<file path="src/rtl/akf_pkg.sv">
// Shared constants, micro-op encoding and the filter's update program
// for the angle/gyro fusion block. No dependencies.
`default_nettype none
package akf_pkg;

  localparam int DW = 48;               // data word width
  localparam int FB = 32;               // fraction bits
  localparam int HW = DW / 2;           // multiplier half-word operand width
  localparam int PW = 2 * DW;           // full product width
  localparam int NW = DW + FB;          // divider dividend width

  localparam logic [DW-1:0] ONE  = DW'(1) << FB;
  localparam logic [DW-1:0] MAXV = {1'b0, {(DW-1){1'b1}}};

  localparam logic [46:0] Q_ANGLE_RST   = 47'd429497;
  localparam logic [46:0] Q_GYRO_RST    = 47'd12884902;
  localparam logic [46:0] R_ANGLE_RST   = 47'd429496730;
  localparam logic [32:0] STEP_TIME_RST = 33'd4294967;

  // Register indexes on the configuration port
  localparam logic [1:0] REG_Q_ANGLE   = 2'd0;
  localparam logic [1:0] REG_Q_GYRO    = 2'd1;
  localparam logic [1:0] REG_R_ANGLE   = 2'd2;
  localparam logic [1:0] REG_STEP_TIME = 2'd3;

  // Micro-op codes
  localparam logic [2:0] OP_ADD = 3'd0;
  localparam logic [2:0] OP_SUB = 3'd1;
  localparam logic [2:0] OP_MUL = 3'd2;
  localparam logic [2:0] OP_DIV = 3'd3;
  localparam logic [2:0] OP_END = 3'd4;

  // Operand / destination codes
  localparam logic [4:0] R_ANGLE = 5'd0;
  localparam logic [4:0] R_BIAS  = 5'd1;
  localparam logic [4:0] R_C00   = 5'd2;
  localparam logic [4:0] R_C01   = 5'd3;
  localparam logic [4:0] R_C10   = 5'd4;
  localparam logic [4:0] R_C11   = 5'd5;
  localparam logic [4:0] R_ACC   = 5'd6;
  localparam logic [4:0] R_GYR   = 5'd7;
  localparam logic [4:0] R_T     = 5'd8;
  localparam logic [4:0] R_S     = 5'd9;
  localparam logic [4:0] R_U     = 5'd10;
  localparam logic [4:0] R_K0    = 5'd11;
  localparam logic [4:0] R_K1    = 5'd12;
  localparam logic [4:0] R_E     = 5'd13;
  localparam logic [4:0] R_ERR   = 5'd14;
  localparam logic [4:0] R_RATE  = 5'd15;
  localparam logic [4:0] R_QA    = 5'd16;
  localparam logic [4:0] R_QG    = 5'd17;
  localparam logic [4:0] R_RA    = 5'd18;
  localparam logic [4:0] R_DT    = 5'd19;

  localparam int PC_W = 5;
  localparam logic [PC_W-1:0] PC_LAST = 5'd30;

  typedef struct packed {
    logic [2:0] op;
    logic [4:0] dst;
    logic [4:0] src_a;
    logic [4:0] src_b;
  } uop_t;

  function automatic uop_t prog(input logic [PC_W-1:0] pc);
    uop_t u;
    case (pc)
      5'd0:  u = '{OP_SUB, R_T,     R_GYR,   R_BIAS};
      5'd1:  u = '{OP_MUL, R_T,     R_T,     R_DT};
      5'd2:  u = '{OP_ADD, R_ANGLE, R_ANGLE, R_T};
      5'd3:  u = '{OP_MUL, R_U,     R_C11,   R_DT};
      5'd4:  u = '{OP_ADD, R_S,     R_C01,   R_C10};
      5'd5:  u = '{OP_MUL, R_S,     R_S,     R_DT};
      5'd6:  u = '{OP_SUB, R_S,     R_QA,    R_S};
      5'd7:  u = '{OP_MUL, R_T,     R_U,     R_DT};
      5'd8:  u = '{OP_ADD, R_S,     R_S,     R_T};
      5'd9:  u = '{OP_ADD, R_C00,   R_C00,   R_S};
      5'd10: u = '{OP_SUB, R_C01,   R_C01,   R_U};
      5'd11: u = '{OP_SUB, R_C10,   R_C10,   R_U};
      5'd12: u = '{OP_ADD, R_C11,   R_C11,   R_QG};
      5'd13: u = '{OP_ADD, R_E,     R_RA,    R_C00};
      5'd14: u = '{OP_DIV, R_K0,    R_C00,   R_E};
      5'd15: u = '{OP_DIV, R_K1,    R_C10,   R_E};
      5'd16: u = '{OP_SUB, R_ERR,   R_ACC,   R_ANGLE};
      5'd17: u = '{OP_MUL, R_T,     R_K0,    R_ERR};
      5'd18: u = '{OP_ADD, R_ANGLE, R_ANGLE, R_T};
      5'd19: u = '{OP_MUL, R_T,     R_K1,    R_ERR};
      5'd20: u = '{OP_ADD, R_BIAS,  R_BIAS,  R_T};
      5'd21: u = '{OP_SUB, R_RATE,  R_GYR,   R_BIAS};
      // covariance update: use old cov_00 / cov_01 before they change
      5'd22: u = '{OP_MUL, R_T,     R_K1,    R_C00};
      5'd23: u = '{OP_SUB, R_C10,   R_C10,   R_T};
      5'd24: u = '{OP_MUL, R_T,     R_K1,    R_C01};
      5'd25: u = '{OP_SUB, R_C11,   R_C11,   R_T};
      5'd26: u = '{OP_MUL, R_T,     R_K0,    R_C01};
      5'd27: u = '{OP_SUB, R_C01,   R_C01,   R_T};
      5'd28: u = '{OP_MUL, R_T,     R_K0,    R_C00};
      5'd29: u = '{OP_SUB, R_C00,   R_C00,   R_T};
      default: u = '{OP_END, R_T,   R_T,     R_T};
    endcase
    return u;
  endfunction

endpackage
`default_nettype wire

</file>
<file path="src/rtl/akf_mul.sv">
// Iterative fixed-point multiplier: four half-width partial products,
// then round-to-nearest, shift by the fraction bits and saturate.
// Depends on akf_pkg.
`default_nettype none
module akf_mul (
  input  wire logic                   clk,
  input  wire logic                   rst,
  input  wire logic                   start,
  input  wire logic [akf_pkg::DW-1:0] a,
  input  wire logic [akf_pkg::DW-1:0] b,
  output logic                        done,
  output logic      [akf_pkg::DW-1:0] y
);
  localparam int DW = akf_pkg::DW;
  localparam int HW = akf_pkg::HW;
  localparam int PW = akf_pkg::PW;
  localparam int FB = akf_pkg::FB;

  logic [DW-1:0] ua, ub;
  logic          neg;
  logic [PW-1:0] acc;
  logic [2:0]    cnt;
  logic          busy;

  logic [HW-1:0]   opa, opb;
  logic [2*HW-1:0] pp;
  logic [PW-1:0]   pp_sh;
  logic [PW-FB-1:0] m;
  logic [PW-FB-1:0] lim;
  logic [PW-FB-1:0] m_sat;
  logic [DW-1:0]   mag_a, mag_b;

  always_comb begin
    mag_a = a[DW-1] ? DW'(0) - a : a;
    mag_b = b[DW-1] ? DW'(0) - b : b;
    opa   = cnt[1] ? ua[DW-1:HW] : ua[HW-1:0];
    opb   = cnt[0] ? ub[DW-1:HW] : ub[HW-1:0];
    pp    = opa * opb;
    pp_sh = PW'(pp) << (HW * (32'(cnt[1]) + 32'(cnt[0])));
    m     = acc[PW-1:FB];
    lim   = neg ? (PW-FB)'(akf_pkg::MAXV) + (PW-FB)'(1) : (PW-FB)'(akf_pkg::MAXV);
    m_sat = (m > lim) ? lim : m;
  end

  always_ff @(posedge clk) begin
    if (rst) begin
      busy <= 1'b0;
      done <= 1'b0;
      cnt  <= '0;
    end else begin
      done <= 1'b0;
      if (start) begin
        busy <= 1'b1;
        cnt  <= '0;
      end else if (busy) begin
        if (cnt == 3'd4) begin
          busy <= 1'b0;
          done <= 1'b1;
        end else begin
          cnt <= cnt + 3'd1;
        end
      end
    end
  end

  always_ff @(posedge clk) begin
    if (start) begin
      ua  <= mag_a;
      ub  <= mag_b;
      neg <= a[DW-1] ^ b[DW-1];
      // seed with the rounding half so the final step only shifts
      acc <= PW'(1) << (FB - 1);
    end else if (busy) begin
      if (cnt == 3'd4) begin
        y <= neg ? DW'(0) - m_sat[DW-1:0] : m_sat[DW-1:0];
      end else begin
        acc <= acc + pp_sh;
      end
    end
  end
endmodule
`default_nettype wire

</file>
<file path="config.mk">
export PLATFORM = sky130hd
export DESIGN_NAME = akf_mul
export DESIGN_NICKNAME = d
export VERILOG_FILES = /design/src/rtl/akf_pkg.sv /design/src/rtl/akf_mul.sv
export SDC_FILE = /design/constraint.sdc
export NUM_CORES = 2
export LEC_CHECK = 0
export BUFFER_PORTS_ARGS = -buffer_cell sky130_fd_sc_hd__buf_2
export CORE_MARGIN = 1
export CORE_UTILIZATION = 44
export CTS_CLUSTER_SIZE = 20
export DETAILED_ROUTE_END_ITERATION = 10
export GPL_TIMING_DRIVEN = 0
export MAX_ROUTING_LAYER = met4
export PLACE_DENSITY = 0.7
export SETUP_SLACK_MARGIN = 0.15
export SLEW_MARGIN = 20
export SYNTH_ARGS = -nofsm -noshare
export SYNTH_HDL_FRONTEND = slang
export SYNTH_SLANG_ARGS = --single-unit
</file>
<file path="constraint.sdc">
create_clock -name clk -period 14.3 [get_ports clk]
set_input_delay 0.715 -clock clk [delete_from_list [all_inputs] [get_ports clk]]
set_output_delay 0.715 -clock clk [all_outputs]
set_load 0.005 [all_outputs]
</file>
==> results_dict.tcl <==
set metrics [dict create \
    status "completed" \
    placed_cell_area_um2 42200 \
    async_flop_share 0 \
    grt_pass1_vias 35700 \
    slowest_stage "mux2i_2" \
    max_stage_delay_ps 610 \
    gr-max-usage-layer "met2" \
    synth_top_area_frac 0.243 \
    met1_usage 0.423 \
    fin_skew_ps 22.1 \
    ys_top_cells_by_area "fa_1 24%, edfxtp_1 11%, ha_1 10%, nand2_1 6.3%, inv_1 5.9%" \
    viasPerCell 5.96 \
    drc 0 \
    synth_edf_count 145 \
    fin_util 0.491 \
    start_util 0.447 \
    endpoint_kind "register" \
    io_pins 148 \
    grt_pass1_wl_um 218000 \
    drt_pre_antenna_iters 8 \
    synthCells 4818 \
    cts-buffers-inserted 31 \
    ant_nets 0 \
    avgSynthCellArea_um2 8.26 \
    worstPathRequired_ps 14830 \
    tritoncts "done" \
    wl_um 145000 \
    postLayoutCellArea_um2 43700 \
    max-cap-violations 0 \
    crit_arrival_ps 14360 \
    fillCellCount 8602 \
    rsz0062_at_grt "no" \
    crit_path_start_kind "register" \
    most-common-layout-cells "663 x nand2_1, 629 x inv_1, 483 x fa_1" \
    clk-insertion-delay-late_ps 630 \
    dieArea_um2 91600 \
    min_from "b[0]" \
    ctsHoldBuffers 0 \
    path_clk_slew_ps 80 \
    fmax_mhz 72.3 \
    timing.rr.start "cnt[1]$_SDFFE_PP0P_" \
    ys_types 80 \
    wl_per_cell_um 23.4 \
    synth_ff_type "edfxtp_1" \
    hold_class "primary input to register" \
    cts-htree-levels 1 \
    crit_top_cell "fa_1" \
    r2r-end "acc[94]$_SDFFE_PP0P_" \
    numPortBuffers 146 \
    gr-usage-met2 0.481 \
    synth-seq-area-share 0.160 \
    fin_crit_ps 13830 \
    drive_above_1_share 0.0791 \
    r2r_cells 40 \
    core_um2 88900 \
    syn_to_final_growth_pct 9.80 \
    grt_usage 0.325 \
    relSlewSlack 0.167 \
    synth_top_area_cell "fa_1" \
    setup_viol 0 \
    grt_max_degree 88 \
    die_h_um 303 \
    synth-warning-count 0 \
    reg2reg_setup_slack_ps 470 \
    ys_seq_elements 246 \
    global_route.usage.met3 0.0867 \
    worst_slew_pin_slew_ps 1210 \
    critPathCapture "acc[94]$_SDFFE_PP0P_" \
    cts-root-buf "clkbuf_16" \
    critPathKind "register to register" \
    finalNetCount 5915 \
    cts_sinks 246 \
    drtIter0Drc 3585 \
    cp-startpoint "cnt[1]$_SDFFE_PP0P_" \
    overflow 0 \
    hpwl_um 119000 \
    antenna_found_initial 3 \
    place_congestion 1.10 \
    worstPathMaxFanout 10 \
    clock_path_buffers 3 \
    synthesis.nets 5724 \
    die_w_um 303 \
    rows 109 \
    hold_viol 0 \
    synth_area_um2 39800 \
    final_common_cell "nand2_1" \
    final.period_utilization 0.967 \
    slew_viol_final 0 \
    vias 37000 \
]
[logic make-up (layout without fill, tap and decap cells)]
logic type,after synthesis,count (layout),synth area share
muxes,112,112,0.0305
other,0,6,0
DFF,246,246,0.160
and+or+nand+nor,1572,1572,0.174
buffers and inverters,879,1095,0.0829
adders and majority gates,807,807,0.345
AOI/OAI and AO/OA,982,982,0.159
xor gates and xnor gates,220,220,0.0484
[metal layers]
metal  up-vias  wire length (µm)
met5         -                 0
met4         0              6830
met3       393             16200
met2      1952             63200
met1     18000             59200
li1      16600                 -
[repair_timing]
item,CTS,global route
endpoints found under the setup margin,50,40
buffers inserted,0,2
pin swaps,0,2
gates cloned,0,0
resized for setup,31,88
[critical path, delay by kind of cell, from the launching register on]
| family | cells | cell delay, ps |
|---|---|---|
| adder cells (fa/ha/maj) | 9 | 4010 |
| AO/OA/AOI/OAI | 12 | 3570 |
| AND/OR/NAND/NOR | 8 | 2450 |
| buffers and inverters | 8 | 1760 |
| multiplexers | 2 | 950 |
| XOR/XNOR | 1 | 490 |
| flip-flops | 1 | 400 |
[metrics by stage]
| step | setup slack [ps] | hold WS, ps | TNS [ps] | instances |
|---|---|---|---|---|
| CTS | 182 | 319 | 0 | 6197 |
| finish | 472 | 342 | 0 | 6205 |
| global placement | -1410 | 443 | -27770 | 6129 |
| floorplan | 2820 | 436 | 0 | 4818 |
| detailed placement | -1440 | 450 | -24880 | 6139 |
| global route | 172 | 336 | 0 | 6201 |
[final cells by class]
cell class	count	area, µm²	area share
antenna	6	15.0	0.000344
sequential	246	6380	0.146
clock buffer	32	779	0.0178
timing repair buffer	158	886	0.0203
tap	1165	1460	0.0334
multi-input combinational	3693	30500	0.699
clock inverter	26	288	0.00659
inverter	629	2360	0.0540
buffer	250	991	0.0227
[flip-flops by register name, summed over array words and instances, names as in the netlist]
register and flops:
y 48, done 1, busy 1, neg 1, ua 48, cnt 3
ub 48, acc 96
[how the worst min path moves through the flow]
stage | to | slack, ps | cells after the start
finish | ub[0]$_DFFE_PP_ | 340 | 1
global route | ub[0]$_DFFE_PP_ | 340 | 1
CTS | ub[0]$_DFFE_PP_ | 320 | 1
detailed placement | acc[6]$_SDFFE_PP0P_ | 450 | 2
global placement | acc[15]$_SDFFE_PP0P_ | 440 | 2
floorplan | acc[10]$_SDFFE_PP0P_ | 440 | 2
[cell usage after synthesis (27+ instances only)]
cell,count
o21bai_1,29
nand3_1,69
a21o_1,118
clkbuf_1,236
o21ai_0,188
xor2_1,58
inv_1,629
edfxtp_1,145
nor3_1,64
or3_1,32
mux2_2,53
dfxtp_1,101
nor2_1,482
nand2_1,663
a21oi_1,291
mux2i_1,57
ha_1,324
o31ai_1,49
o22ai_1,34
nand4_1,65
a31oi_1,32
xnor2_1,162
fa_1,483
a211oi_1,27
o21a_1,31
or4_1,27
Power is left out: the tool's default activity adds up to more than one toggle a clock period on the data nets, which glitch-free logic cannot reach.
