$ cat src/rtl/akf_pkg.sv
// Shared constants, micro-op encoding and the filter's update program
// for the angle/gyro fusion block. No dependencies.
`default_nettype none
package akf_pkg;

  localparam int DW = 48;               // data word width
  localparam int FB = 32;               // fraction bits
  localparam int HW = DW / 2;           // multiplier half-word operand width
  localparam int PW = 2 * DW;           // full product width
  localparam int NW = DW + FB;          // divider dividend width

  localparam logic [DW-1:0] ONE  = DW'(1) << FB;
  localparam logic [DW-1:0] MAXV = {1'b0, {(DW-1){1'b1}}};

  localparam logic [46:0] Q_ANGLE_RST   = 47'd429497;
  localparam logic [46:0] Q_GYRO_RST    = 47'd12884902;
  localparam logic [46:0] R_ANGLE_RST   = 47'd429496730;
  localparam logic [32:0] STEP_TIME_RST = 33'd4294967;

  // Register indexes on the configuration port
  localparam logic [1:0] REG_Q_ANGLE   = 2'd0;
  localparam logic [1:0] REG_Q_GYRO    = 2'd1;
  localparam logic [1:0] REG_R_ANGLE   = 2'd2;
  localparam logic [1:0] REG_STEP_TIME = 2'd3;

  // Micro-op codes
  localparam logic [2:0] OP_ADD = 3'd0;
  localparam logic [2:0] OP_SUB = 3'd1;
  localparam logic [2:0] OP_MUL = 3'd2;
  localparam logic [2:0] OP_DIV = 3'd3;
  localparam logic [2:0] OP_END = 3'd4;

  // Operand / destination codes
  localparam logic [4:0] R_ANGLE = 5'd0;
  localparam logic [4:0] R_BIAS  = 5'd1;
  localparam logic [4:0] R_C00   = 5'd2;
  localparam logic [4:0] R_C01   = 5'd3;
  localparam logic [4:0] R_C10   = 5'd4;
  localparam logic [4:0] R_C11   = 5'd5;
  localparam logic [4:0] R_ACC   = 5'd6;
  localparam logic [4:0] R_GYR   = 5'd7;
  localparam logic [4:0] R_T     = 5'd8;
  localparam logic [4:0] R_S     = 5'd9;
  localparam logic [4:0] R_U     = 5'd10;
  localparam logic [4:0] R_K0    = 5'd11;
  localparam logic [4:0] R_K1    = 5'd12;
  localparam logic [4:0] R_E     = 5'd13;
  localparam logic [4:0] R_ERR   = 5'd14;
  localparam logic [4:0] R_RATE  = 5'd15;
  localparam logic [4:0] R_QA    = 5'd16;
  localparam logic [4:0] R_QG    = 5'd17;
  localparam logic [4:0] R_RA    = 5'd18;
  localparam logic [4:0] R_DT    = 5'd19;

  localparam int PC_W = 5;
  localparam logic [PC_W-1:0] PC_LAST = 5'd30;

  typedef struct packed {
    logic [2:0] op;
    logic [4:0] dst;
    logic [4:0] src_a;
    logic [4:0] src_b;
  } uop_t;

  function automatic uop_t prog(input logic [PC_W-1:0] pc);
    uop_t u;
    case (pc)
      5'd0:  u = '{OP_SUB, R_T,     R_GYR,   R_BIAS};
      5'd1:  u = '{OP_MUL, R_T,     R_T,     R_DT};
      5'd2:  u = '{OP_ADD, R_ANGLE, R_ANGLE, R_T};
      5'd3:  u = '{OP_MUL, R_U,     R_C11,   R_DT};
      5'd4:  u = '{OP_ADD, R_S,     R_C01,   R_C10};
      5'd5:  u = '{OP_MUL, R_S,     R_S,     R_DT};
      5'd6:  u = '{OP_SUB, R_S,     R_QA,    R_S};
      5'd7:  u = '{OP_MUL, R_T,     R_U,     R_DT};
      5'd8:  u = '{OP_ADD, R_S,     R_S,     R_T};
      5'd9:  u = '{OP_ADD, R_C00,   R_C00,   R_S};
      5'd10: u = '{OP_SUB, R_C01,   R_C01,   R_U};
      5'd11: u = '{OP_SUB, R_C10,   R_C10,   R_U};
      5'd12: u = '{OP_ADD, R_C11,   R_C11,   R_QG};
      5'd13: u = '{OP_ADD, R_E,     R_RA,    R_C00};
      5'd14: u = '{OP_DIV, R_K0,    R_C00,   R_E};
      5'd15: u = '{OP_DIV, R_K1,    R_C10,   R_E};
      5'd16: u = '{OP_SUB, R_ERR,   R_ACC,   R_ANGLE};
      5'd17: u = '{OP_MUL, R_T,     R_K0,    R_ERR};
      5'd18: u = '{OP_ADD, R_ANGLE, R_ANGLE, R_T};
      5'd19: u = '{OP_MUL, R_T,     R_K1,    R_ERR};
      5'd20: u = '{OP_ADD, R_BIAS,  R_BIAS,  R_T};
      5'd21: u = '{OP_SUB, R_RATE,  R_GYR,   R_BIAS};
      // covariance update: use old cov_00 / cov_01 before they change
      5'd22: u = '{OP_MUL, R_T,     R_K1,    R_C00};
      5'd23: u = '{OP_SUB, R_C10,   R_C10,   R_T};
      5'd24: u = '{OP_MUL, R_T,     R_K1,    R_C01};
      5'd25: u = '{OP_SUB, R_C11,   R_C11,   R_T};
      5'd26: u = '{OP_MUL, R_T,     R_K0,    R_C01};
      5'd27: u = '{OP_SUB, R_C01,   R_C01,   R_T};
      5'd28: u = '{OP_MUL, R_T,     R_K0,    R_C00};
      5'd29: u = '{OP_SUB, R_C00,   R_C00,   R_T};
      default: u = '{OP_END, R_T,   R_T,     R_T};
    endcase
    return u;
  endfunction

endpackage
`default_nettype wire

$ cat src/rtl/akf_alu.sv
// Saturating add/subtract of two signed data words.
// Depends on akf_pkg.
`default_nettype none
module akf_alu (
  input  wire logic [akf_pkg::DW-1:0] a,
  input  wire logic [akf_pkg::DW-1:0] b,
  input  wire logic                   sub,
  output logic      [akf_pkg::DW-1:0] y
);
  logic [akf_pkg::DW:0] ext_a, ext_b, sum;

  always_comb begin
    ext_a = {a[akf_pkg::DW-1], a};
    ext_b = {b[akf_pkg::DW-1], b};
    sum   = sub ? ext_a - ext_b : ext_a + ext_b;
    if (sum[akf_pkg::DW] != sum[akf_pkg::DW-1]) begin
      // clamp toward the sign of the true result
      y = sum[akf_pkg::DW] ? ~akf_pkg::MAXV : akf_pkg::MAXV;
    end else begin
      y = sum[akf_pkg::DW-1:0];
    end
  end
endmodule
`default_nettype wire

$ cat config.mk
export PLATFORM = sky130hd
export DESIGN_NAME = akf_alu
export DESIGN_NICKNAME = d
export VERILOG_FILES = /design/src/rtl/akf_pkg.sv /design/src/rtl/akf_alu.sv
export SDC_FILE = /design/constraint.sdc
export NUM_CORES = 1
export LEC_CHECK = 0
export ABC_CLOCK_PERIOD_IN_PS = 11050
export BUFFER_PORTS_ARGS = -buffer_cell sky130_fd_sc_hd__buf_2
export CAP_MARGIN = 15
export CORE_ASPECT_RATIO = 0.6
export CORE_MARGIN = 4
export CORE_UTILIZATION = 53
export DETAILED_ROUTE_END_ITERATION = 7
export GPL_ROUTABILITY_DRIVEN = 1
export PLACE_DENSITY = 0.84
export SETUP_SLACK_MARGIN = 0.15
export SYNTH_ARGS = -nofsm -noshare
export SYNTH_HDL_FRONTEND = slang
export SYNTH_SLANG_ARGS = --single-unit
$ cat constraint.sdc
create_clock -name vclk -period 11.05
set_clock_uncertainty 0.2 [all_clocks]
set_input_delay 1.6575 -clock vclk [all_inputs]
set_output_delay 1.6575 -clock vclk [all_outputs]
set_load 0.02 [all_outputs]
==> results.yml, run 1 <==
floorplanning:
  core_area_um2: 7510
  initial_core_util_pct: 56.4
  die_h_um: 77.2
  die-area_um2: 9530
  io_pins: 145
  die_width_um: 123
  row_count: 24
route:
  postRouteAntennaNets: 0
  wl_mm: 14.9
  num_vias: 5438
  post_drt_wl_per_cell_um: 17.2
  drt_first_pass_iters: 5
  drcViolationCount: 0
  drt-vias-per-instance: 6.26
  drt-initial-drc-count: 602
worst_setup_path:
  crit_chain: "buf_2, or3_1, or3_1, and4bb_2, nor3b_2, nand2_1, nor2_1, and2_1, a21oi_1, xnor2_1, ha_1, a21oi_1, o311ai_0, or4_1, o21bai_1, xnor2_2, nor2_4, o31ai_1, buf_2"
  worstPathRequired_ns: 9.19
  crit_end: "y[23]"
  crit_path_max_incr_delay_ns: 0.85
  crit_slowest_cell: "nor2_4"
  end_kind: "output port"
  startpoint_type: "input pin"
  cp.arrival_ns: 7.54
  crit_path_start: "b[10]"
  crit_fanout: 43
  path_class: "in2out"
sta:
  fin_ws_ns: 1.66
  whs_ns: 3.56
  period_needed_ns: 9.39
  rsz0062_at_grt: "false"
  period_share_pct: 85.0
  setup_viol: 0
  slew_headroom_pct: 27.7
  max_freq_mhz: 106
  hold_violations: 0
  worst_slew_pin_slew_ns: 1.08
  setup_tns_ns: 0
  finalMaxSlewViolations: 0
synth:
  syn-num-nets: 795
  yosysSeqAreaShare_pct: 0
  synth_area_um2: 4230
  syn_inst: 648
  yosys_warnings: 0
  syn_avg_cell_area_um2: 6.53
  synth.distinct_cells: 61
global_routing:
  grt.overflow.total: 0
  grt_pass1_wl_mm: 23.5
  grt_pass1_vias: 4973
  antenna_found_initial: 0
  groute.usage.overall_pct: 29.1
  grt_max_degree: 50
flow_run:
  cap_violations: 0
layout:
  final_util_pct: 66.0
  final_nets: 914
  drive_above_1_share_pct: 21.0
  fill_cells: 678
  diodes: 0
  regArea_um2: 0
  final_common_cell: "buf_2"
  clkbuf_count: 0
  synthToLayoutAreaGrowth_pct: 17.1
  instances_no_fill: 869
  seq_cell_count: 0
  final_cell_mix: "buf_2, a21oi_1, xnor2_1, nor2_1, nand2_1"
min_path:
  worstHoldPathType: "in2out"
power_and_ir_drop:
  ir_drop_mv: 0.0916
  power_density_nw_per_um2: 131
  power.leakage_nw: 2.19
place:
  placed_cells: 869
  pre_cts_ws_ns: 1.82
  place_hpwl_mm: 12.2
  numPortBuffers: 145
  gp_congestion: 1.02
clock_network:
  hold_buffers: 0
  cts_setup_buffers: 0
  cts_resized: 0
status:
  status: "complete, no violations"
report_power, final:
part / switching [mW] / internal (mW) / total [mW]
Combinational: 0.418 / 0.232 / 0.649
Sequential: 0 / 0 / 0
Clock: 0 / 0 / 0
per-layer routing:
| metal | vias to the layer above | part of all wire, % | GRT usage, % |
|---|---|---|---|
| li1 | 2636 | - | - |
| met1 | 2430 | 46 | 43.5 |
| met2 | 347 | 41 | 44.1 |
| met3 | 25 | 12 | 5.07 |
| met4 | 0 | 1.3 | 3.54 |
| met5 | - | 0 | 0 |
critical path, delay by kind of cell:
family | cells | cell delay (ns)
simple gates | 9 | 3.71
compound gates | 5 | 1.08
fa+ha+maj | 1 | 0.39
xor+xnor | 2 | 0.36
buf+inv | 2 | 0.33
final cells by class:
| type | count | area, um^2 | area share (%) |
|---|---|---|---|
| multi-input cells | 595 | 4010 | 80.8 |
| repair buffers | 145 | 726 | 14.6 |
| well taps | 104 | 130 | 2.63 |
| inverters | 25 | 93.8 | 1.89 |
worst min path at each step:
stage,endpoint,start,slack (ns),cells past startpoint
6_report,y[0],b[0],3.56,4
5_1_grt,y[0],b[0],3.58,4
4_1_cts,y[0],b[0],3.55,4
3_5_place_dp,y[0],b[0],3.55,4
3_3_place_gp,y[0],b[0],3.54,4
2_1_floorplan,y[0],b[0],3.35,2
cells by family after synthesis:
family,Yosys count,share of synthesized area [%]
buf+inv,53,5.35
simple gates,206,24.3
mux,1,0.236
xor+xnor,87,18.5
compound gates,248,35.9
fa+ha+maj,53,15.7
cell usage after synthesis (2+ instances only):
library cell	count	area share, %
and2_1	2	0.30
inv_1	25	2.2
o21bai_1	15	2.7
buf_4	4	0.71
xor2_1	14	2.9
or3_1	4	0.59
nor2_1	60	5.3
and4_1	3	0.62
clkbuf_1	16	1.4
buf_2	4	0.47
nor3_4	2	0.77
a21oi_1	107	13
nand3_1	9	1.1
and3_1	3	0.44
a211oi_1	9	1.6
maj3_1	3	0.71
xnor2_1	70	14
o21ai_1	6	0.71
or2_2	2	0.30
nor3b_1	2	0.35
o211ai_1	8	1.4
o22ai_1	2	0.30
a31oi_1	12	1.8
nor2b_1	3	0.44
o41ai_1	3	0.62
buf_1	3	0.27
or4_1	4	0.71
xnor2_2	3	1.2
a21boi_0	3	0.53
o21a_1	11	2.0
nand2b_1	6	0.89
o31a_1	3	0.62
a21o_1	20	3.5
ha_1	49	14
o31ai_1	6	1.1
nand2_1	50	4.4
nand4_1	13	1.9
nor4_1	8	1.2
nor3_1	29	3.4
o21ai_0	31	3.7
metrics by stage:
stage | cell area (um^2) | power (mW)
final | 4960 | 0.649
after global routing | 4960 | 0.699
after CTS | 4960 | 0.641
after detailed placement | 4960 | 0.637
after global placement | 4960 | 0.627
after floorplan | 4230 | 0.459
Power figures use the tool's default switching activity.
==> run 2, diff against run 1 <==
--- a/config.mk
+++ b/config.mk
@@ -5,6 +5,7 @@
 export SDC_FILE = /design/constraint.sdc
 export NUM_CORES = 1
 export LEC_CHECK = 0
+export ABC_AREA = 1
 export ABC_CLOCK_PERIOD_IN_PS = 11050
 export BUFFER_PORTS_ARGS = -buffer_cell sky130_fd_sc_hd__buf_2
 export CAP_MARGIN = 15
@@ -13,7 +14,7 @@
 export CORE_UTILIZATION = 53
 export DETAILED_ROUTE_END_ITERATION = 7
 export GPL_ROUTABILITY_DRIVEN = 1
-export PLACE_DENSITY = 0.84
+export PLACE_DENSITY = 0.8
 export SETUP_SLACK_MARGIN = 0.15
 export SYNTH_ARGS = -nofsm -noshare
 export SYNTH_HDL_FRONTEND = slang
==> results.yml, run 2 <==
status:
  status: "complete, no violations"
sta:
  finalMaxSlewViolations: 0
  max_freq_mhz: 120
  slew_headroom_pct: 25.2
  hold_violations: 0
  setup_viol: 0
  worst_slew_pin_slew_ns: 1.12
  setup_tns_ns: 0
  period_share_pct: 75.2
  period_needed_ns: 8.31
  rsz0062_at_grt: "false"
floorplanning:
  die_width_um: 142
  core_area_um2: 10200
  io_pins: 145
  die_h_um: 88.2
  row_count: 28
  initial_core_util_pct: 55.9
  die-area_um2: 12500
layout:
  diodes: 0
  drive_above_1_share_pct: 17.8
  synthToLayoutAreaGrowth_pct: 13.8
  regArea_um2: 0
  multi_input_area_um2: 4850
  final_common_cell: "nand2_1"
  final_cell_mix: "nand2_1, inv_1, buf_2, nor2_1, a21oi_1"
  seq_cell_count: 0
  final_nets: 1391
  fill_cells: 1082
  clkbuf_count: 0
global_routing:
  grt_max_degree: 48
  grt_pass1_vias: 6308
  grt_pass1_wl_mm: 33.1
  antenna_found_initial: 0
  groute.usage.overall_pct: 33.3
  grt.overflow.total: 0
route:
  wl_mm: 21.6
  post_drt_wl_per_cell_um: 15.7
  drt-initial-drc-count: 858
  num_vias: 7480
  drt-vias-per-instance: 5.43
  drcViolationCount: 0
  postRouteAntennaNets: 0
  drt_first_pass_iters: 5
clock_network:
  cts_setup_buffers: 0
  cts_resized: 0
  hold_buffers: 0
synth:
  yosys_warnings: 0
  yosysTopAreaCell: "nand2_1"
  yosysTopAreaCellShare_pct: 23.3
  syn_inst: 1110
  synth_area_um2: 5680
  synth.distinct_cells: 37
  syn_avg_cell_area_um2: 5.12
  yosysMostFrequentCell: "nand2_1"
  synthTopCellsByArea: "nand2_1, inv_1, ha_1"
  yosysSeqAreaShare_pct: 0
  yosys-top-cells-count: "nand2_1, inv_1, nor2_1"
  syn-num-nets: 1257
power_and_ir_drop:
  power.leakage_nw: 3.73
  power_density_nw_per_um2: 101
  finalPower_uw: 654
  ir_drop_mv: 0.0802
worst_setup_path:
  crit_fanout: 47
  crit_chain: "buf_2, inv_1, o21ai_2, nand2_1, nor3_1, o211ai_1, nand2_1, inv_1, ha_1, a21oi_1, nand2_1, nand2_1, nand2_1, a21oi_1, nand3_1, nand2_2, nand2_4, nand2_2, o21ai_0, buf_2"
  startpoint_type: "input pin"
  path_class: "in2out"
  crit_path_max_incr_delay_ns: 0.81
  cp.arrival_ns: 6.45
  worstPathRequired_ns: 9.19
  crit_slowest_cell: "nand2_2"
  end_kind: "output port"
  critPathMostFrequentCell: "nand2_1"
place:
  place_hpwl_mm: 19.3
  numPortBuffers: 145
  gp_congestion: 1.03
flow_run:
  cap_violations: 0
min_path:
  worstHoldPathType: "in2out"
==> run 2: power by group <==
group          internal (mW)  leakage, nW  total (mW)  switching [mW]
Clock                      0            0           0               0
Sequential                 0            0           0               0
Combinational          0.212         3.73       0.654           0.442
Total                  0.212         3.73       0.654           0.442
==> run 2: layout make-up <==
type               count  share of cell area, %
inverters            188                   10.9
multi-input cells    908                   75.1
well taps            135                   2.61
repair buffers       146                   11.3
==> run 2: final timing paths <==
path	cells after the start	to	startpoint	slack (ns)
max	20	y[4]	sub	2.74
min	5	y[0]	a[0]	3.60
==> run 2: metrics by stage <==
| step | hold slack, ns | cells | cell area [um^2] | utilization, % | setup slack (ns) |
|---|---|---|---|---|---|
| after floorplan | 3.44 | 1110 | 5680 | - | 4.59 |
| after detailed placement | 3.60 | 1377 | 6460 | 63.6 | 2.87 |
| after CTS | 3.60 | 1377 | 6460 | 63.6 | 2.84 |
| final | 3.60 | 1377 | 6460 | 63.6 | 2.74 |
| after global placement | 3.59 | 1377 | 6460 | 63.6 | 2.98 |
| after global routing | 3.64 | 1377 | 6460 | 63.6 | 2.23 |
==> run 2: kinds of logic (layout without fill, tap and decap cells) <==
logic type,count (synthesis),after routing,share of synthesized area [%]
xor+xnor,77,77,11.9
simple gates,641,641,48.4
compound gates,140,140,14.0
fa+ha+maj,50,50,11.2
buf+inv,202,334,14.5
==> run 2: worst max-delay path: cells and delay by family <==
family                     cells  cell delay [ns]
buffers and inverters          4             1.06
adders and majority gates      1             0.38
AOI/OAI and AO/OA              5             1.20
and+or+nand+nor               10             2.14
==> run 2: routing by layer <==
| metal | GRT usage [%] | wire length [um] | part of all wire, % | up-vias |
|---|---|---|---|---|
| li1 | - | - | - | 3738 |
| met1 | 55.8 | 10500 | 48 | 3238 |
| met2 | 43.1 | 7510 | 35 | 487 |
| met3 | 7.42 | 3540 | 16 | 17 |
| met4 | 1.22 | 99 | 0.46 | 0 |
| met5 | 0 | 0 | 0 | - |
==> run 3, diff against run 2 <==
--- a/config.mk
+++ b/config.mk
@@ -5,8 +5,8 @@
 export SDC_FILE = /design/constraint.sdc
 export NUM_CORES = 1
 export LEC_CHECK = 0
-export ABC_AREA = 1
-export ABC_CLOCK_PERIOD_IN_PS = 11050
+export ABC_AREA = 0
+export ABC_CLOCK_PERIOD_IN_PS = 8500
 export BUFFER_PORTS_ARGS = -buffer_cell sky130_fd_sc_hd__buf_2
 export CAP_MARGIN = 15
 export CORE_ASPECT_RATIO = 0.6
@@ -14,7 +14,7 @@
 export CORE_UTILIZATION = 53
 export DETAILED_ROUTE_END_ITERATION = 7
 export GPL_ROUTABILITY_DRIVEN = 1
-export PLACE_DENSITY = 0.8
+export PLACE_DENSITY = 0.84
 export SETUP_SLACK_MARGIN = 0.15
 export SYNTH_ARGS = -nofsm -noshare
 export SYNTH_HDL_FRONTEND = slang
==> constraint.sdc (replaced) <==
create_clock -name vclk -period 8.5
set_clock_uncertainty 0.2 [all_clocks]
set_input_delay 1.275 -clock vclk [all_inputs]
set_output_delay 1.275 -clock vclk [all_outputs]
set_load 0.02 [all_outputs]
==> results.yml, run 3 (synthesized netlist as in run 1, its figures left out) <==
worst_setup_path:
  end_kind: "output port"
  path_class: "in2out"
  crit_fanout: 21
  startpoint_type: "input pin"
  worstPathRequired_ns: 7.03
  cp.arrival_ns: 6.50
sta:
  period_share_pct: 93.9
  period_needed_ns: 7.98
  hold_violations: 0
  rsz0062_at_grt: "false"
  setup_viol: 0
  finalMaxSlewViolations: 0
  worst_slew_pin_slew_ns: 0.666
  max_freq_mhz: 125
  setup_tns_ns: 0
  slew_headroom_pct: 55.1
floorplanning:
  row_count: 24
  core_area_um2: 7510
  die-area_um2: 9530
  die_h_um: 77.2
  io_pins: 145
  die_width_um: 123
  initial_core_util_pct: 56.4
route:
  wl_mm: 14.8
  drt-initial-drc-count: 595
  drt_first_pass_iters: 8
  postRouteAntennaNets: 0
  num_vias: 5449
  drt-vias-per-instance: 6.22
  post_drt_wl_per_cell_um: 16.9
  drcViolationCount: 0
clock_network:
  cts_resized: 0
  hold_buffers: 0
  cts_setup_buffers: 0
layout:
  instances_no_fill: 876
  clkbuf_count: 0
  final_common_cell: "buf_2"
  diodes: 0
  final_nets: 921
  drive_above_1_share_pct: 22.0
  regArea_um2: 0
  synthToLayoutAreaGrowth_pct: 19.5
  final_cell_mix: "buf_2, a21oi_1, xnor2_1, nor2_1, nand2_1"
  final_area_um2: 5060
  seq_cell_count: 0
place:
  placed_cells: 876
  numPortBuffers: 145
  place_hpwl_mm: 12.4
  gp_congestion: 1.03
  place_area_um2: 5030
power_and_ir_drop:
  power.leakage_nw: 2.26
  ir_drop_mv: 0.111
  finalPower_uw: 867
  power_density_nw_per_um2: 171
global_routing:
  grt_max_degree: 35
  grt_pass1_wl_mm: 23.5
  antenna_found_initial: 0
  groute.usage.overall_pct: 29.2
  grt_pass1_vias: 4794
  grt.overflow.total: 0
min_path:
  worstHoldPathType: "in2out"
status:
  status: "complete, no violations"
flow_run:
  cap_violations: 0
==> run 3: cell count changes in the layout (fill, tap and decap cells not counted), sizes merged, moves of 9 or more <==
cell / delta
nand2: -345
inv: -163
nor2: -89
nand3: -47
xnor2: +47
a21oi: +42
xor2: -37
nor3: +23
a21o: +19
o21a: +11
a211oi: +10
a31oi: +9
nand4: -9
==> run 3: power by group <==
part	leakage [nW]	total, mW	switching [mW]	internal [mW]
registers	0	0	0	0
clock network	0	0	0	0
logic	2.26	0.867	0.548	0.319
total	2.26	0.867	0.548	0.319
==> run 3: metal layers <==
metal  track usage [%]  share of wire [%]
met1              45.6                 47
met2              43.5                 42
met3              3.16                 11
met4              3.09                1.1
met5                 0                  0
==> run 3: cell type report <==
cell class	instances	area, um^2
fillers	711	2450
repair buffers	152	803
well taps	104	130
inverters	25	93.8
multi-input cells	595	4030
==> run 3: worst paths after layout <==
path	start	end	cells after the start
hold / removal	b[0]	y[0]	4
setup / recovery	b[10]	y[23]	21
==> run 3: worst max-delay path, cell delays in order <==
cell and delay [ns]:
buf_2 0.11, or3_1 0.40, or3_1 0.43, and4bb_4 0.44
nor3b_4 0.28, nand2_1 0.13, nor2_2 0.23, and2_1 0.21
a21oi_1 0.10, xnor2_1 0.13, ha_1 0.38, and3_1 0.25
nand2_1 0.06, o311ai_0 0.16, or4_1 0.53, o21bai_1 0.23
xnor2_2 0.25, nor2_4 0.19, buf_12 0.21, o31ai_1 0.28
buf_2 0.22
==> run 3: through the flow <==
stage / worst slack (ns) / util [%] / hold slack [ns]
final: 0.522 / 67.4 / 2.78
after detailed placement: 0.412 / 67.1 / 2.78
after floorplan: 1.01 / - / 2.58
after CTS: 0.394 / 67.1 / 2.78
after global placement: 0.556 / 67.1 / 2.78
after global routing: 0.145 / 67.4 / 2.81
