File: src/rtl/akf_pkg.sv
// Shared constants, micro-op encoding and the filter's update program
// for the angle/gyro fusion block. No dependencies.
`default_nettype none
package akf_pkg;

  localparam int DW = 48;               // data word width
  localparam int FB = 32;               // fraction bits
  localparam int HW = DW / 2;           // multiplier half-word operand width
  localparam int PW = 2 * DW;           // full product width
  localparam int NW = DW + FB;          // divider dividend width

  localparam logic [DW-1:0] ONE  = DW'(1) << FB;
  localparam logic [DW-1:0] MAXV = {1'b0, {(DW-1){1'b1}}};

  localparam logic [46:0] Q_ANGLE_RST   = 47'd429497;
  localparam logic [46:0] Q_GYRO_RST    = 47'd12884902;
  localparam logic [46:0] R_ANGLE_RST   = 47'd429496730;
  localparam logic [32:0] STEP_TIME_RST = 33'd4294967;

  // Register indexes on the configuration port
  localparam logic [1:0] REG_Q_ANGLE   = 2'd0;
  localparam logic [1:0] REG_Q_GYRO    = 2'd1;
  localparam logic [1:0] REG_R_ANGLE   = 2'd2;
  localparam logic [1:0] REG_STEP_TIME = 2'd3;

  // Micro-op codes
  localparam logic [2:0] OP_ADD = 3'd0;
  localparam logic [2:0] OP_SUB = 3'd1;
  localparam logic [2:0] OP_MUL = 3'd2;
  localparam logic [2:0] OP_DIV = 3'd3;
  localparam logic [2:0] OP_END = 3'd4;

  // Operand / destination codes
  localparam logic [4:0] R_ANGLE = 5'd0;
  localparam logic [4:0] R_BIAS  = 5'd1;
  localparam logic [4:0] R_C00   = 5'd2;
  localparam logic [4:0] R_C01   = 5'd3;
  localparam logic [4:0] R_C10   = 5'd4;
  localparam logic [4:0] R_C11   = 5'd5;
  localparam logic [4:0] R_ACC   = 5'd6;
  localparam logic [4:0] R_GYR   = 5'd7;
  localparam logic [4:0] R_T     = 5'd8;
  localparam logic [4:0] R_S     = 5'd9;
  localparam logic [4:0] R_U     = 5'd10;
  localparam logic [4:0] R_K0    = 5'd11;
  localparam logic [4:0] R_K1    = 5'd12;
  localparam logic [4:0] R_E     = 5'd13;
  localparam logic [4:0] R_ERR   = 5'd14;
  localparam logic [4:0] R_RATE  = 5'd15;
  localparam logic [4:0] R_QA    = 5'd16;
  localparam logic [4:0] R_QG    = 5'd17;
  localparam logic [4:0] R_RA    = 5'd18;
  localparam logic [4:0] R_DT    = 5'd19;

  localparam int PC_W = 5;
  localparam logic [PC_W-1:0] PC_LAST = 5'd30;

  typedef struct packed {
    logic [2:0] op;
    logic [4:0] dst;
    logic [4:0] src_a;
    logic [4:0] src_b;
  } uop_t;

  function automatic uop_t prog(input logic [PC_W-1:0] pc);
    uop_t u;
    case (pc)
      5'd0:  u = '{OP_SUB, R_T,     R_GYR,   R_BIAS};
      5'd1:  u = '{OP_MUL, R_T,     R_T,     R_DT};
      5'd2:  u = '{OP_ADD, R_ANGLE, R_ANGLE, R_T};
      5'd3:  u = '{OP_MUL, R_U,     R_C11,   R_DT};
      5'd4:  u = '{OP_ADD, R_S,     R_C01,   R_C10};
      5'd5:  u = '{OP_MUL, R_S,     R_S,     R_DT};
      5'd6:  u = '{OP_SUB, R_S,     R_QA,    R_S};
      5'd7:  u = '{OP_MUL, R_T,     R_U,     R_DT};
      5'd8:  u = '{OP_ADD, R_S,     R_S,     R_T};
      5'd9:  u = '{OP_ADD, R_C00,   R_C00,   R_S};
      5'd10: u = '{OP_SUB, R_C01,   R_C01,   R_U};
      5'd11: u = '{OP_SUB, R_C10,   R_C10,   R_U};
      5'd12: u = '{OP_ADD, R_C11,   R_C11,   R_QG};
      5'd13: u = '{OP_ADD, R_E,     R_RA,    R_C00};
      5'd14: u = '{OP_DIV, R_K0,    R_C00,   R_E};
      5'd15: u = '{OP_DIV, R_K1,    R_C10,   R_E};
      5'd16: u = '{OP_SUB, R_ERR,   R_ACC,   R_ANGLE};
      5'd17: u = '{OP_MUL, R_T,     R_K0,    R_ERR};
      5'd18: u = '{OP_ADD, R_ANGLE, R_ANGLE, R_T};
      5'd19: u = '{OP_MUL, R_T,     R_K1,    R_ERR};
      5'd20: u = '{OP_ADD, R_BIAS,  R_BIAS,  R_T};
      5'd21: u = '{OP_SUB, R_RATE,  R_GYR,   R_BIAS};
      // covariance update: use old cov_00 / cov_01 before they change
      5'd22: u = '{OP_MUL, R_T,     R_K1,    R_C00};
      5'd23: u = '{OP_SUB, R_C10,   R_C10,   R_T};
      5'd24: u = '{OP_MUL, R_T,     R_K1,    R_C01};
      5'd25: u = '{OP_SUB, R_C11,   R_C11,   R_T};
      5'd26: u = '{OP_MUL, R_T,     R_K0,    R_C01};
      5'd27: u = '{OP_SUB, R_C01,   R_C01,   R_T};
      5'd28: u = '{OP_MUL, R_T,     R_K0,    R_C00};
      5'd29: u = '{OP_SUB, R_C00,   R_C00,   R_T};
      default: u = '{OP_END, R_T,   R_T,     R_T};
    endcase
    return u;
  endfunction

endpackage
`default_nettype wire

File: src/rtl/akf_div.sv
// Restoring divider, one quotient bit per cycle: (|num| << FB) / den,
// rounded to nearest and saturated, den assumed positive.
// Depends on akf_pkg.
`default_nettype none
module akf_div (
  input  wire logic                   clk,
  input  wire logic                   rst,
  input  wire logic                   start,
  input  wire logic [akf_pkg::DW-1:0] num,
  input  wire logic [akf_pkg::DW-1:0] den,
  output logic                        done,
  output logic      [akf_pkg::DW-1:0] y
);
  localparam int DW = akf_pkg::DW;
  localparam int FB = akf_pkg::FB;
  localparam int NW = akf_pkg::NW;
  localparam int CW = $clog2(NW + 3);

  localparam logic [1:0] D_IDLE = 2'd0;
  localparam logic [1:0] D_STEP = 2'd1;
  localparam logic [1:0] D_RND  = 2'd2;
  localparam logic [1:0] D_SAT  = 2'd3;

  logic [1:0]    state;
  logic [CW-1:0] cnt;
  logic [NW-1:0] nq;
  logic [DW:0]   rem;
  logic [DW-1:0] d;
  logic          neg;
  logic [NW:0]   q;

  logic [DW:0]   rem_sh;
  logic          ge;
  logic [DW-1:0] mag_n;
  logic [NW:0]   lim;
  logic [NW:0]   q_sat;

  always_comb begin
    mag_n  = num[DW-1] ? DW'(0) - num : num;
    rem_sh = {rem[DW-1:0], nq[NW-1]};
    ge     = rem_sh >= {1'b0, d};
    lim    = neg ? (NW+1)'(akf_pkg::MAXV) + (NW+1)'(1) : (NW+1)'(akf_pkg::MAXV);
    q_sat  = (q > lim) ? lim : q;
  end

  always_ff @(posedge clk) begin
    if (rst) begin
      state <= D_IDLE;
      done  <= 1'b0;
      cnt   <= '0;
    end else begin
      done <= 1'b0;
      case (state)
        D_IDLE: begin
          if (start) begin
            state <= D_STEP;
            cnt   <= '0;
          end
        end
        D_STEP: begin
          cnt <= cnt + CW'(1);
          if (cnt == CW'(NW - 1)) state <= D_RND;
        end
        D_RND: state <= D_SAT;
        D_SAT: begin
          state <= D_IDLE;
          done  <= 1'b1;
        end
        default: state <= D_IDLE;
      endcase
    end
  end

  always_ff @(posedge clk) begin
    case (state)
      D_IDLE: begin
        if (start) begin
          nq  <= NW'(mag_n) << FB;
          rem <= '0;
          d   <= den;
          neg <= num[DW-1];
        end
      end
      D_STEP: begin
        rem <= ge ? rem_sh - {1'b0, d} : rem_sh;
        nq  <= {nq[NW-2:0], ge};
      end
      D_RND: begin
        // round up when the remainder is at least half the divisor
        q <= {1'b0, nq} + (NW+1)'(rem >= ({1'b0, d} - rem));
      end
      D_SAT: y <= neg ? DW'(0) - q_sat[DW-1:0] : q_sat[DW-1:0];
      default: ;
    endcase
  end
endmodule
`default_nettype wire

File: config.mk
export PLATFORM = sky130hd
export DESIGN_NAME = akf_div
export DESIGN_NICKNAME = d
export VERILOG_FILES = /design/src/rtl/akf_pkg.sv /design/src/rtl/akf_div.sv
export SDC_FILE = /design/constraint.sdc
export NUM_CORES = 1
export LEC_CHECK = 0
export BUFFER_PORTS_ARGS = -buffer_cell sky130_fd_sc_hd__buf_4
export CAP_MARGIN = 5
export CORE_MARGIN = 5
export CORE_UTILIZATION = 55
export DETAILED_ROUTE_END_ITERATION = 10
export PLACE_DENSITY = 0.83
export SLEW_MARGIN = 20
export SYNTH_ARGS = -nofsm -noshare
export SYNTH_HDL_FRONTEND = slang
export SYNTH_SLANG_ARGS = --single-unit
File: constraint.sdc
create_clock -name clk -period 8.75 [get_ports clk]
set_input_delay 0.4375 -clock clk [delete_from_list [all_inputs] [get_ports clk]]
set_output_delay 0.4375 -clock clk [all_outputs]
set_load 0.1 [all_outputs]
==> out/metrics.json, run 1 <==
{
  "mappedNetlistArea": {"value": 23200, "unit": "um^2"},
  "multiInputGateArea": {"value": 12900, "unit": "um^2"},
  "tritoncts_num_sinks": {"value": 317},
  "cts-hold-fix-buffers": {"value": 0},
  "numPlacedInstances": {"value": 3057},
  "fill_cell_total_of_the_finished_layout": {"value": 3389},
  "grt-ovfl-total": {"value": 0},
  "hold_path.startpoint": {"value": "den[16]"},
  "stdcell_count": {"value": 3120},
  "post-synth-top-area-fraction": {"value": 39.8, "unit": "%"},
  "synth-edff-count": {"value": 307},
  "arrival_worst_endpoint": {"value": 7.64, "unit": "ns"},
  "clock_latency": {"value": 0.55, "unit": "ns"},
  "crit_path_class": {"value": "register to register"},
  "min_path_cells": {"value": 1},
  "number_of_global_route_vias_before_repair": {"value": 18500},
  "post_synth_num_cell_types": {"value": 82},
  "report.final.hold_viol_count": {"value": 0},
  "cp-start-kind": {"value": "register"},
  "die_width": {"value": 215, "unit": "um"},
  "post-route-drc-count": {"value": 0},
  "fp.coreArea": {"value": 41900, "unit": "um^2"},
  "drt-wirelength-per-cell": {"value": 18.6, "unit": "um"},
  "peak_per_stage_delay_on_the_critical_path": {"value": 0.77, "unit": "ns"},
  "tritoncts": {"value": "done"},
  "initial_antenna_violation_count": {"value": 0},
  "worst-r2r-cell-count": {"value": 31},
  "ys_ff_latch": {"value": 317},
  "finalSetupViolCount": {"value": 0},
  "drt_first_pass_iters": {"value": 6},
  "min_path_type": {"value": "primary input to register"},
  "sequential_share_of_the_synthesized_area": {"value": 40.7, "unit": "%"},
  "r2r_setup_slack": {"value": 1.39, "unit": "ns"},
  "detail_route.wirelength": {"value": 58100, "unit": "um"},
  "setup_repair_after_global_routing_missed_its_margin": {"value": "no"},
  "setup_tns": {"value": 0, "unit": "ns"},
  "finalNetCount": {"value": 2858},
  "grt.met2_usage": {"value": 41.1, "unit": "%"},
  "worstSetupEndpointType": {"value": "register"},
  "worst-slew-pin-transition": {"value": 1.07, "unit": "ns"},
  "antenna-diode-count": {"value": 0},
  "clock_path_buffers": {"value": 3},
  "timing.max_cap.violations": {"value": 0},
  "floorplan.initialDensity": {"value": 55.4, "unit": "%"},
  "synth_flop_cell": {"value": "edfxtp_1"},
  "timing_max_transition_violations_final": {"value": 0},
  "critical_path.max_fanout": {"value": 5},
  "vias_per_cell": {"value": 6.24},
  "routabilityCongestion": {"value": 0.956},
  "globalRouteMet3Util": {"value": 3.21, "unit": "%"},
  "ir_drop": {"value": 0.000281, "unit": "V"},
  "yosysWarnings": {"value": 0},
  "cts-buffers-inserted": {"value": 36},
  "crit-reg2reg-capture": {"value": "q[79]$_DFFE_PP_"},
  "drt-initial-drc-count": {"value": 1697},
  "worstPathBufferInverterCount": {"value": 1},
  "pin_count": {"value": 148},
  "report.power.total": {"value": 10200, "unit": "uW"},
  "post-cts-setup-buffers": {"value": 0},
  "post_cts.resized_instances": {"value": 0},
  "die_height": {"value": 215, "unit": "um"},
  "relSlewSlack": {"value": 28.8, "unit": "%"},
  "power.density": {"value": 394, "unit": "nW/um^2"},
  "synth_async_sr_flop_share": {"value": 0, "unit": "%"},
  "period_share": {"value": 84.2, "unit": "%"},
  "critical_path_required": {"value": 9.03, "unit": "ns"},
  "drive_above_1_share": {"value": 9.84, "unit": "%"},
  "crit_family": {"value": "simple AND/OR/NAND/NOR gates"},
  "syn-num-nets": {"value": 2749},
  "globalRoute.busiestLayer": {"value": "met2"},
  "cp_slowest_cell": {"value": "a311oi_1"},
  "cts-htree-levels": {"value": 2},
  "syn-instance-count": {"value": 2447},
  "sum_of_net_half_perimeters_after_detailed_placement": {"value": 42800, "unit": "um"},
  "synthesis.area_per_instance": {"value": 9.47, "unit": "um^2"},
  "io_buffers": {"value": 147},
  "yosys-top-cells-area": {"value": "edfxtp_1 40%, ha_1 11%, xor2_1 4.2%"},
  "clkTransAtPathRegs": {"value": 0.06, "unit": "ns"},
  "gr-usage-met1": {"value": 32.1, "unit": "%"},
  "power_leakage": {"value": 0.0104, "unit": "uW"},
  "pin_count_of_the_biggest_net_entering_global_routing": {"value": 108},
  "finalWorstPathRequiredPeriod": {"value": 7.36, "unit": "ns"},
  "row_count": {"value": 75},
  "regArea": {"value": 9420, "unit": "um^2"},
  "clk_root_buffer_cell": {"value": "clkbuf_16"},
  "grt_first_pass_wirelength": {"value": 93900, "unit": "um"},
  "whs_endpoint": {"value": "d[16]$_DFFE_PP_"},
  "globalRouteTotalUtil": {"value": 24.2, "unit": "%"},
  "netlist.top_cell.by_area": {"value": "edfxtp_1"},
  "route.vias.total": {"value": 19500},
  "timing.fmax": {"value": 136, "unit": "MHz"},
  "synthesis_to_layout_area_growth": {"value": 11.9, "unit": "%"},
  "floorplan.die_area": {"value": 46300, "unit": "um^2"},
  "regToRegStartpoint": {"value": "d[0]$_DFFE_PP_"},
  "ant_nets": {"value": 0},
  "clock-skew-final": {"value": 0.0213, "unit": "ns"},
  "result_of_the_run": {"value": "finished, final reports clean"}
}
## power by group
part           total [uW]  leakage [uW]  internal (uW)  switching, uW
combinational        5530       0.00683           2140           3390
clock                1550      0.000570            950            598
sequential           3130       0.00302           2520            608
## cell families (layout without fill, tap and decap cells)
logic type,Yosys count,in the layout,synth area share [%]
flops,317,317,40.7
fa+ha+maj,203,203,11.0
mux,16,16,0.697
xor+xnor,203,203,7.67
simple gates,811,811,18.0
buf+inv,229,363,3.76
compound gates,668,668,18.2
## worst max path at each step
stage | startpoint | endpoint | slack (ns) | cells past startpoint
detailed placement | rem[2]$_SDFFCE_PN0P_ | q[79]$_DFFE_PP_ | 1.61 | 30
global placement | rem[2]$_SDFFCE_PN0P_ | q[79]$_DFFE_PP_ | 1.78 | 30
CTS | d[0]$_DFFE_PP_ | q[79]$_DFFE_PP_ | 1.50 | 31
global route | rem[2]$_SDFFCE_PN0P_ | q[79]$_DFFE_PP_ | 0.86 | 30
floorplan | rem[2]$_SDFFCE_PN0P_ | q[76]$_DFFE_PP_ | 2.69 | 32
finish | d[0]$_DFFE_PP_ | q[79]$_DFFE_PP_ | 1.39 | 31
## cell type report
cell class | instances | share of cell area (%)
Clock buffer | 47 | 3.72
Sequential cell | 317 | 36.3
Tap cell | 539 | 2.60
Inverter | 143 | 2.08
Clock inverter | 16 | 0.878
Multi-Input combinational cell | 1901 | 49.8
Timing Repair Buffer | 157 | 4.55
## cells in the mapped netlist, types with 41 or more instances
master    number
edfxtp_1     307
nand2_1      255
ha_1         201
o21ai_0      184
a21oi_1      180
inv_1        141
nor2_1       130
xor2_1       112
a21o_1        97
xnor2_1       91
clkbuf_1      75
nand3_1       68
nor3_1        63
nand4_1       51
and2_1        41
## state kept, by name (all words and copies together) (netlist names)
name   cells
state      2
neg        1
q         81
rem       49
cnt        7
done       1
y         48
d         48
nq        80
## worst reg2reg max path, delay by kind of cell, from the launching register on
family          cells  cell delay (ns)
compound gates      9             2.62
xor+xnor            2             0.18
fa+ha+maj           4             0.95
buf+inv             1             0.08
flops               1             0.42
mux                 1             0.20
simple gates       14             2.66
## cell usage in the layout (no fill, tap or decap), types with 16 or more instances in the layout
master and instances:
edfxtp_1 307, nand2_1 255, ha_1 198, o21ai_0 184, a21oi_1 179, buf_4 157
inv_1 140, nor2_1 129, xor2_1 112, a21o_1 97, xnor2_1 91, nand3_1 68
nor3_1 63, nand4_1 51, and2_1 40, clkbuf_16 37, and3_1 33, nor4_1 30
or3_1 27, o211ai_1 21, o31ai_1 21, a211oi_1 19, nand2b_1 17, or4_1 17
o21a_1 17, a311oi_1 16
## through the flow
stage / utilization, % / hold slack, ns / worst slack [ns] / area (um^2)
after global placement: 59.1 / 0.495 / 1.78 / 24700
after detailed placement: 59.1 / 0.511 / 1.61 / 24700
after global routing: 61.9 / 0.0478 / 0.855 / 25900
after floorplan: - / 0.479 / 2.69 / 23200
after CTS: 61.9 / 0.0400 / 1.50 / 25900
final: 61.9 / 0.0629 / 1.39 / 25900
## layer usage
layer / vias up / share of wire [%]
li1: 9341 / -
met1: 9158 / 42
met2: 832 / 48
met3: 140 / 7.0
met4: 0 / 3.1
met5: - / 0
No activity file was read; power rests on OpenSTA's default activity.
==> run 2, diff against run 1 <==
- PLACE_DENSITY: 0.83 -> 0.86
- clock period: 8.75 -> 6.3 ns (I/O delays scaled with it)
==> run 2 against run 1 <==
Against the previous run: the run now ends with DRC left; core utilization increased by 3.2 points; via count increased by 4.1%; worst hold slack got worse by 0.033 ns; maximum frequency increased by 20%; first-iteration DRC count increased by 7.5%; global-route usage increased by 1.8 points; clock-buffer cell count decreased by 3; setup slack got worse by 1.2 ns; critical endpoint is now q[76]$_DFFE_PP_.
==> out/metrics.json, run 2 (synthesis gave the netlist of run 1 again) <==
{
  "mostFrequentLayoutCell": {"value": "edfxtp_1", "change": "unchanged"},
  "report.final.hold_viol_count": {"value": 0, "change": "unchanged"},
  "clk_root_buffer_cell": {"value": "clkbuf_16", "change": "unchanged"},
  "cp_depth": {"value": 31, "change": "unchanged"},
  "peak_per_stage_delay_on_the_critical_path": {"value": 0.38, "unit": "ns", "change": "was 0.77 ns"},
  "placedInstanceArea": {"value": 25200, "unit": "um^2", "change": "was 24,700 um^2"},
  "grt_first_pass_wirelength": {"value": 101000, "unit": "um", "change": "was 93,900 um"},
  "finalNetCount": {"value": 2977, "change": "was 2,858"},
  "min_path_type": {"value": "primary input to register", "change": "unchanged"},
  "power_leakage": {"value": 0.0111, "unit": "uW", "change": "was 0.0104 uW"},
  "antenna-diode-count": {"value": 0, "change": "unchanged"},
  "cp-start-kind": {"value": "register", "change": "unchanged"},
  "post-route-drc-count": {"value": 1, "change": "was 0"},
  "die_height": {"value": 215, "unit": "um", "change": "unchanged"},
  "pin_count": {"value": 148, "change": "unchanged"},
  "worst-slew-pin-transition": {"value": 1.06, "unit": "ns", "change": "was 1.07 ns"},
  "floorplan.initialDensity": {"value": 55.4, "unit": "%", "change": "unchanged"},
  "crit_family": {"value": "simple AND/OR/NAND/NOR gates", "change": "unchanged"},
  "ant_nets": {"value": 0, "change": "unchanged"},
  "cts-buffers-inserted": {"value": 37, "change": "was 36"},
  "grt-ovfl-total": {"value": 0, "change": "unchanged"},
  "cts-htree-levels": {"value": 2, "change": "unchanged"},
  "cp_slowest_cell": {"value": "edfxtp_1", "change": "was a311oi_1"},
  "tritoncts_num_sinks": {"value": 317, "change": "unchanged"},
  "most-common-layout-cells": {"value": "307 x edfxtp_1, 252 x nand2_1, 224 x buf_4", "change": "was 307 x edfxtp_1, 255 x nand2_1, 198 x ha_1"},
  "critical_path_required": {"value": 6.60, "unit": "ns", "change": "was 9.03 ns"},
  "worstSetupEndpointType": {"value": "register", "change": "unchanged"},
  "relSlewSlack": {"value": 29.1, "unit": "%", "change": "was 28.8%"},
  "io_buffers": {"value": 147, "change": "unchanged"},
  "timing.max_cap.violations": {"value": 0, "change": "unchanged"},
  "numPlacedInstances": {"value": 3112, "change": "was 3,057"},
  "row_count": {"value": 75, "change": "unchanged"},
  "timing_max_transition_violations_final": {"value": 0, "change": "unchanged"},
  "clock_path_buffers": {"value": 3, "change": "unchanged"},
  "floorplan.die_area": {"value": 46300, "unit": "um^2", "change": "unchanged"},
  "setup_repair_after_global_routing_missed_its_margin": {"value": "yes", "change": "was no"},
  "clock_latency": {"value": 0.57, "unit": "ns", "change": "was 0.55 ns"},
  "drt_first_pass_iters": {"value": 10, "change": "was 6"},
  "finalSetupViolCount": {"value": 0, "change": "unchanged"},
  "vias_per_cell": {"value": 6.25, "change": "was 6.24"},
  "stdcell_count": {"value": 3243, "change": "was 3,120"},
  "min_path_cells": {"value": 2, "change": "was 1"},
  "violations": {"value": "DRC"},
  "drive_above_1_share": {"value": 13.7, "unit": "%", "change": "was 9.84%"},
  "die_width": {"value": 215, "unit": "um", "change": "unchanged"},
  "fp.coreArea": {"value": 41900, "unit": "um^2", "change": "unchanged"},
  "initial_antenna_violation_count": {"value": 0, "change": "unchanged"},
  "arrival_worst_endpoint": {"value": 6.44, "unit": "ns", "change": "was 7.64 ns"},
  "period_share": {"value": 97.4, "unit": "%", "change": "was 84.2%"},
  "drt-wirelength-per-cell": {"value": 19.2, "unit": "um", "change": "was 18.6 um"},
  "number_of_flip_flops_under_the_largest_register_name": {"value": 81, "change": "unchanged"},
  "reg.largest.list": {"value": "q: 81 flops, nq: 80 flops, rem: 49 flops", "change": "unchanged"},
  "ir_drop": {"value": 0.000338, "unit": "V", "change": "was 0.000281 V"},
  "routabilityCongestion": {"value": 0.949, "change": "was 0.956"},
  "tritoncts": {"value": "done", "change": "unchanged"},
  "final_design_area_no_fill": {"value": 27300, "unit": "um^2", "change": "was 25,900 um^2"},
  "critical_path.max_fanout": {"value": 5, "change": "unchanged"},
  "number_of_global_route_vias_before_repair": {"value": 19700, "change": "was 18,500"},
  "power.density": {"value": 543, "unit": "nW/um^2", "change": "was 394 nW/um^2"},
  "sum_of_net_half_perimeters_after_detailed_placement": {"value": 45500, "unit": "um", "change": "was 42,800 um"},
  "biggest_register": {"value": "q", "change": "unchanged"},
  "worst-r2r-cell-count": {"value": 31, "change": "unchanged"},
  "clkTransAtPathRegs": {"value": 0.06, "unit": "ns", "change": "about the same"},
  "clock-skew-final": {"value": 0.0164, "unit": "ns", "change": "was 0.0213 ns"},
  "pin_count_of_the_biggest_net_entering_global_routing": {"value": 113, "change": "was 108"},
  "detail_route.wirelength": {"value": 62100, "unit": "um", "change": "was 58,100 um"},
  "crit_path_class": {"value": "register to register", "change": "unchanged"},
  "result_of_the_run": {"value": "finished, violations left", "change": "was finished, final reports clean"},
  "crit_top_cell": {"value": "nand4_1"},
  "drt-initial-drc-count": {"value": 1824, "change": "was 1,697"},
  "finalWorstPathRequiredPeriod": {"value": 6.14, "unit": "ns", "change": "was 7.36 ns"},
  "synthesis_to_layout_area_growth": {"value": 17.7, "unit": "%", "change": "was 11.9%"},
  "globalRouteTotalUtil": {"value": 26.0, "unit": "%", "change": "was 24.2%"},
  "timing.fmax": {"value": 163, "unit": "MHz", "change": "was 136 MHz"},
  "worstPathBufferInverterCount": {"value": 2, "change": "was 1"},
  "route.vias.total": {"value": 20300, "change": "was 19,500"}
}
run 2: path summary, 6_finish.rpt:
path	from	to	slack (ns)
min reg2reg	cnt[6]$_SDFFE_PP0P_	cnt[6]$_SDFFE_PP0P_	0.53
max reg2reg	rem[2]$_SDFFCE_PN0P_	q[76]$_DFFE_PP_	0.16
max	rem[2]$_SDFFCE_PN0P_	q[76]$_DFFE_PP_	0.16
min	rst	done$_SDFF_PP0_	0.03
run 2: repair_timing:
action | in CTS | in global routing
gates resized for setup | 8 | 43
hold endpoints to repair | 48 | 0
hold buffers | 48 | 0
buffers inserted | 1 | 13
pin swaps | 5 | 15
setup endpoints to repair | 20 | 51
run 2: layout make-up:
class / count / area (um^2)
Clock buffer: 44 / 993
Timing Repair Buffer: 275 / 2220
Sequential cell: 317 / 9420
Clock inverter: 24 / 269
Multi-Input combinational cell: 1901 / 13100
Inverter: 143 / 539
Fill cell: 3202 / 14600
Tap cell: 539 / 674
run 2: metrics by stage:
stage | total power, uW | util (%) | setup TNS [ns] | worst slack [ns] | hold slack, ns
final | 14800 | 65.1 | 0 | 0.164 | 0.0297
after global routing | 15900 | 65.1 | -0.674 | -0.142 | 0.0203
after CTS | 14500 | 64.4 | 0 | 0.00921 | 0.00366
after detailed placement | 12100 | 60.1 | -1.52 | -0.263 | 0.494
after global placement | 11900 | 60.1 | -0.0357 | -0.0188 | 0.493
after floorplan | 9920 | - | 0 | 0.243 | 0.387
run 2: routing by layer:
| metal | track usage (%) | share of wire (%) | up-vias |
|---|---|---|---|
| li1 | - | - | 9581 |
| met1 | 33.4 | 40 | 9640 |
| met2 | 44.7 | 49 | 885 |
| met3 | 4.12 | 7.6 | 163 |
| met4 | 9.11 | 3.3 | 0 |
| met5 | 0 | 0 | - |
run 2: worst reg2reg max path, delay by kind of cell (launching register included):
| family | cells | cell delay [ns] |
|---|---|---|
| XOR/XNOR | 2 | 0.26 |
| AND/OR/NAND/NOR | 14 | 2.24 |
| AO/OA/AOI/OAI | 9 | 1.83 |
| buffers and inverters | 2 | 0.32 |
| adder cells (fa/ha/maj) | 3 | 0.65 |
| flip-flops | 1 | 0.38 |
| multiplexers | 1 | 0.19 |
run 2: report_power, final:
group / total (uW) / switching (uW) / internal (uW)
combinational: 8270 / 4970 / 3300
sequential: 4290 / 796 / 3500
clock: 2250 / 908 / 1340
total: 14800 / 6670 / 8140
